**src/rtl/core/bfa_pkg.sv**
```systemverilog
// Shared types and constants for the best-fit block allocator.
// No dependencies; used by the controller, the datapath and the top level.
`default_nettype none
package bfa_pkg;
    localparam int MAX_BLOCKS   = 64;
    localparam int IDX_W        = $clog2(MAX_BLOCKS);
    localparam int CNT_W        = IDX_W + 1;
    localparam int HEADER_BYTES = 32;
    localparam int ALIGN_BYTES  = 16;
    localparam int ALIGN_SH     = 4;
    localparam int EXT_W        = 34;
    localparam logic [31:0] HEAP_RESET = 32'h8000_0000;

    localparam logic [1:0] ACT_ALLOC  = 2'd0;
    localparam logic [1:0] ACT_FREE   = 2'd1;
    localparam logic [1:0] ACT_RESIZE = 2'd2;

    localparam logic [2:0] ST_OK      = 3'd0;
    localparam logic [2:0] ST_ZERO    = 3'd1;
    localparam logic [2:0] ST_HEAP    = 3'd2;
    localparam logic [2:0] ST_DOUBLE  = 3'd3;
    localparam logic [2:0] ST_UNKNOWN = 3'd4;
    localparam logic [2:0] ST_FULL    = 3'd5;

    typedef struct packed {
        logic [31:0] offset;
        logic [31:0] size;
        logic        allocated;
        logic [15:0] stamp;
    } t_entry;

    localparam int ENTRY_W = $bits(t_entry);

    typedef struct packed {
        logic latch;
        logic scan_rd;
        logic decide;
        logic wr_a;
        logic wr_b;
        logic load_out;
    } t_cmd;

    typedef struct packed {
        logic scan_last;
        logic out_full;
    } t_dp_stat;
endpackage
`default_nettype wire

```
**src/rtl/core/bfa_ctrl.sv**
```systemverilog
// Sequencer of the allocator: accept, scan, decide, write back, respond.
// Depends on bfa_pkg.
`default_nettype none
module bfa_ctrl (
    input  wire logic            i_clk,
    input  wire logic            i_rst_n,
    input  wire logic            i_in_valid,
    output logic                 o_in_ready,
    input  wire bfa_pkg::t_dp_stat i_stat,
    output bfa_pkg::t_cmd        o_cmd
);
    import bfa_pkg::*;

    typedef enum logic [6:0] {
        S_IDLE   = 7'b0000001,
        S_SCAN   = 7'b0000010,
        S_DRAIN  = 7'b0000100,
        S_DECIDE = 7'b0001000,
        S_WRA    = 7'b0010000,
        S_WRB    = 7'b0100000,
        S_OUT    = 7'b1000000
    } t_state;

    t_state r_state, n_state;

    always_ff @(posedge i_clk) begin
        if (!i_rst_n) begin
            r_state <= S_IDLE;
        end else begin
            r_state <= n_state;
        end
    end

    always_comb begin
        n_state    = r_state;
        o_cmd      = '0;
        o_in_ready = 1'b0;
        unique case (r_state)
            S_IDLE: begin
                // No item is taken while reset is held.
                o_in_ready = i_rst_n;
                if (i_in_valid && i_rst_n) begin
                    o_cmd.latch = 1'b1;
                    n_state     = S_SCAN;
                end
            end
            S_SCAN: begin
                o_cmd.scan_rd = 1'b1;
                if (i_stat.scan_last) begin
                    n_state = S_DRAIN;
                end
            end
            S_DRAIN:  n_state = S_DECIDE;
            S_DECIDE: begin
                o_cmd.decide = 1'b1;
                n_state      = S_WRA;
            end
            S_WRA: begin
                o_cmd.wr_a = 1'b1;
                n_state    = S_WRB;
            end
            S_WRB: begin
                o_cmd.wr_b = 1'b1;
                n_state    = S_OUT;
            end
            S_OUT: begin
                if (!i_stat.out_full) begin
                    o_cmd.load_out = 1'b1;
                    n_state        = S_IDLE;
                end
            end
            default: n_state = S_IDLE;
        endcase
    end
endmodule
`default_nettype wire

```
**config.mk**
```make
export PLATFORM = sky130hd
export DESIGN_NAME = bfa_ctrl
export DESIGN_NICKNAME = d
export VERILOG_FILES = /design/src/rtl/core/bfa_pkg.sv /design/src/rtl/core/bfa_ctrl.sv
export SDC_FILE = /design/constraint.sdc
export NUM_CORES = 1
export LEC_CHECK = 0
export ABC_AREA = 1
export BUFFER_PORTS_ARGS = -buffer_cell sky130_fd_sc_hd__buf_2
export CAP_MARGIN = 5
export CORE_AREA = 5 5 42 44
export CTS_BUF_LIST = sky130_fd_sc_hd__clkbuf_16
export CTS_CLUSTER_SIZE = 30
export DETAILED_ROUTE_END_ITERATION = 16
export DIE_AREA = 0 0 47 49
export PLACE_DENSITY_LB_ADDON = 0.15
export REMOVE_ABC_BUFFERS = 1
export SYNTH_ARGS = -nofsm -noshare
export SYNTH_HDL_FRONTEND = slang
export SYNTH_SLANG_ARGS = --single-unit
export TNS_END_PERCENT = 10
```
**constraint.sdc**
```tcl
create_clock -name i_clk -period 1.4 [get_ports i_clk]
set_clock_uncertainty 0.05 [all_clocks]
set_input_delay 0.21 -clock i_clk [delete_from_list [all_inputs] [get_ports i_clk]]
set_output_delay 0.21 -clock i_clk [all_outputs]
set_load 0.005 [all_outputs]
```
Word level (Yosys, flattened, before mapping)
Index checks and enable logic that the tools add are counted.
{ "totals": {"register_bits": 7, "input_bits": 5, "out_inout_bits": 7, "elab_cells": 26} }
{ "op_classes": {"reduce_logical": 2, "mux": 13, "n_eq_ne": 10} }
{ "op_table": {"columns": ["operator", "n"], "rows": [
  ["$pmux W7 S7", 1],
  ["$mux W7", 3],
  ["$mux W1", 9],
  ["$eq A7 B1 Y1 const B", 1],
  ["$eq A7 B2 Y1 const B", 1],
  ["$eq A7 B3 Y1 const B", 1],
  ["$eq A7 B4 Y1 const B", 1],
  ["$eq A7 B5 Y1 const B", 1],
  ["$eq A7 B6 Y1 const B", 1],
  ["$eq A7 B7 Y1 const B", 1],
  ["$ne A2 B2 Y1 const B", 3],
  ["$reduce_and A3 Y1", 1],
  ["$logic_and A1 B1 Y1", 1]
]} }

Depth between registers and ports, before layout
{ "logic_depth": {"depth_word": 3, "depth_mapped": 8, "ltp_nobuf": 8} }

Worst setup path before layout
OpenSTA, ideal clock, no wires.
{ "synth_timing": {"kind": "register -> output", "from": "register r_state[5]", "to": "output o_cmd[5] (netlist name)", "stages_incl_launch_ff": 6, "n_path_buf": 0, "setup_slack_ns": 0.299, "required_time_ns": 1.140, "arrival_ns": 0.841, "path_cell_list": "dfxtp_1 inv_2 nand2_4 nor2_4 nand2_2 nor3b_2"} }
{ "synth_lines": {"columns": ["element", "line", "source"], "rows": [
  ["from (decl)", "bfa_ctrl.sv:24", "t_state r_state, n_state;"],
  ["from (signal assigned)", "bfa_ctrl.sv:30", "r_state <= n_state;"],
  ["to (decl)", "bfa_ctrl.sv:10", "output bfa_pkg::t_cmd o_cmd"]
]} }

==> impl_metrics.toml <==
[worst_setup_path]
timing.rr.start = "r_state[5]"
cp_slowest_cell = "dfxtp_2"
r2r_end = "r_state[0]"
worstSetupPathType = "register to primary output"
worstPathBufferInverterCount = 2
cp-endpoint = "o_cmd[5]"
arrival_ns = 1.18
required_ns = 1.14
cp_num_cells = 6
critical-path-max-stage-delay_ns = 0.31
rrSetupSlack_ns = 0.08
cpMostUsedCell = "nand2_4"
crit_chain = "inv_2, nand2_4, nor2_4, nand2_4, nor3b_2, buf_2"
critPathLaunch = "r_state[5]"
cp_max_fo = 5
critPathTopFamily = "simple AND/OR/NAND/NOR gates"
cp-end-kind = "primary output"
startpoint_type = "register"
reg2reg_depth = 10

[layout]
multi_input_area_um2 = 289
instances_no_fill = 103
utilization_pct = 47.6
fin_nets = 93
seq_area_um2 = 141
top_regs = "r_state (7)"
finalInstanceArea_um2 = 667
largest_reg_flops = 7
drive_gt1_share_pct = 50.6
largest-register = "r_state"
antenna_cells = 0
area_growth_pct = 43.3
n_fill_cell = 143

[global_route]
grt_pass1_vias = 462
antenna_found_initial = 0
grt_pass1_wl_um = 1800
overflow = 0
grt.total_usage_pct = 11.1
grt_max_degree = 8

[flow_run]
max_cap_viol_count = 0

[floorplan]
die_width_um = 47
boundaryPins = 12
dieArea_um2 = 2300
placementRows = 14
chipHeight_um = 49
core_um2 = 1400
initial_utilization_pct = 33.2

[route]
wl_um = 1020
viasPerCell = 4.50
drt_iter0_drc = 6
vias = 464
drt_first_pass_iters = 3
drc_errors = 0
drtAntennaViolNets = 0
wl_per_cell_um = 9.87

[synthesis]
ys_seq_elements = 7
async_flop_share_pct = 0
synth_area_leaders = "dfxtp_1 (30%), nand2_1 (11%), nor2_2 (6.7%)"
netlist_instances = 68
synth_top_area_cell = "dfxtp_1"
ys_seq_area_share_pct = 30.1
synth_top_cell_area_share_pct = 30.1
synth.distinct_cells = 16
yosys-top-cells-count = "nand2_1 (14), inv_1 (8), dfxtp_1 (7), nor2_1 (7), inv_2 (6)"
syn_area_per_cell_um2 = 6.84
synth_ff_type = "dfxtp_1"
ys_warn_count = 0
synth_edf_count = 0
synthMostInstantiatedCell = "nand2_1"
syn_area_um2 = 465

[sta]
fin_ws_ns = -0.0360
finalHoldViolations = 0
fin_setup_tns_ns = -0.0360
max_slew.worst_pin.slew_ns = 0.230
setup_viol = 1
rsz0062_at_grt = "yes"
fmax_ghz = 0.696
period_share_pct = 103
finalCriticalPeriod_ns = 1.44
maxSlewViolCount = 0
max-slew-margin-rel_pct = 84.7

[cts]
clock_path_buffers = 2
clock-sinks = 7
htreeDepth = 1
numCtsBuffers = 3
cts_hold_buffers = 0
cts_tree = "built"
clk_latency_ns = 0.23
clockRootBuffer = "clkbuf_16"
path_clk_slew_ns = 0.04

[placement]
gp_congestion = 0.745
portBuffers = 11
dp_cells = 95
place_area_um2 = 541
hpwl_um = 787

[power]
peakVddDrop_mv = 0.610
p_leak_nw = 0.340
finalPower_mw = 0.953
power.density_nw_per_um2 = 1430

[outcome]
outcome = "finished with violations"
violations = "negative setup slack"

[worst_hold_path]
hold_path_class = "input port to register"
-- cell type report --
class,instances,share of cell area [%]
clock inverters,1,0.563
inverters,14,7.88
well taps,16,3.00
clock buffers,3,11.3
repair buffers,15,12.8
multi-input cells,47,43.3
flip-flops and latches,7,21.2
-- repair_timing --
item | CTS | global route
setup buffers | 1 | 3
setup endpoints to repair | 3 | 7
gates resized for setup | 2 | 4
pin swaps | 2 | 3
-- logic make-up (layout without fill, tap and decap cells) --
logic type             Yosys count  after routing  synth area share, %
flip-flops                       7              7                 30.1
AND/OR/NAND/NOR                 45             45                 56.5
buffers and inverters           14             33                 11.3
AO/OA/AOI/OAI                    2              2                 2.15
-- layout by cell type (no fill, tap or decap) --
master / n
a21oi_1: 2
buf_2: 11
buf_4: 4
clkbuf_16: 3
dfxtp_1: 6
dfxtp_2: 1
inv_1: 7
inv_2: 8
nand2_1: 14
nand2_2: 1
nand2_4: 3
nand3_1: 4
nand3_2: 3
nand3b_2: 1
nor2_1: 7
nor2_2: 4
nor2_4: 3
nor3_1: 3
nor3b_2: 1
nor4_2: 1
-- metrics by stage --
step                hold WS [ns]  setup WS, ns
floorplan                  0.295         0.299
global placement           0.434         0.161
detailed placement         0.434         0.146
CTS                        0.198       -0.0783
global route               0.205        -0.106
finish                     0.194       -0.0360
-- metal layers --
layer | track usage (%) | vias up | share of wire [%] | wire (um)
met3 | 2.58 | 4 | 5.9 | 60
met4 | 9.68 | 0 | 4.0 | 41
met1 | 13.3 | 199 | 43 | 436
met2 | 15.6 | 15 | 47 | 480
li1 | - | 246 | - | -
met5 | 0 | - | 0 | 0
-- worst reg2reg max path, delay by kind of cell (launching register included) --
| family | cells | cell delay, ns |
|---|---|---|
| buffers and inverters | 3 | 0.31 |
| flip-flops | 1 | 0.31 |
| AND/OR/NAND/NOR | 7 | 0.56 |
-- how the worst min path moves through the flow --
stage / endpoint / from / slack, ns / cells past startpoint
after floorplan: r_state[1] / i_rst_n / 0.29 / 2
after global placement: r_state[1] / i_rst_n / 0.43 / 3
after detailed placement: r_state[1] / i_rst_n / 0.43 / 3
after CTS: r_state[1] / i_rst_n / 0.20 / 3
after global routing: r_state[1] / i_rst_n / 0.20 / 3
final: r_state[1] / i_rst_n / 0.19 / 3
-- power breakdown --
| part | total, mW | internal, mW | switching, mW |
|---|---|---|---|
| combinational | 0.250 | 0.109 | 0.141 |
| clock | 0.478 | 0.371 | 0.107 |
| sequential | 0.225 | 0.216 | 0.00907 |
| total | 0.953 | 0.696 | 0.257 |
(Power assumes the default switching activity.)
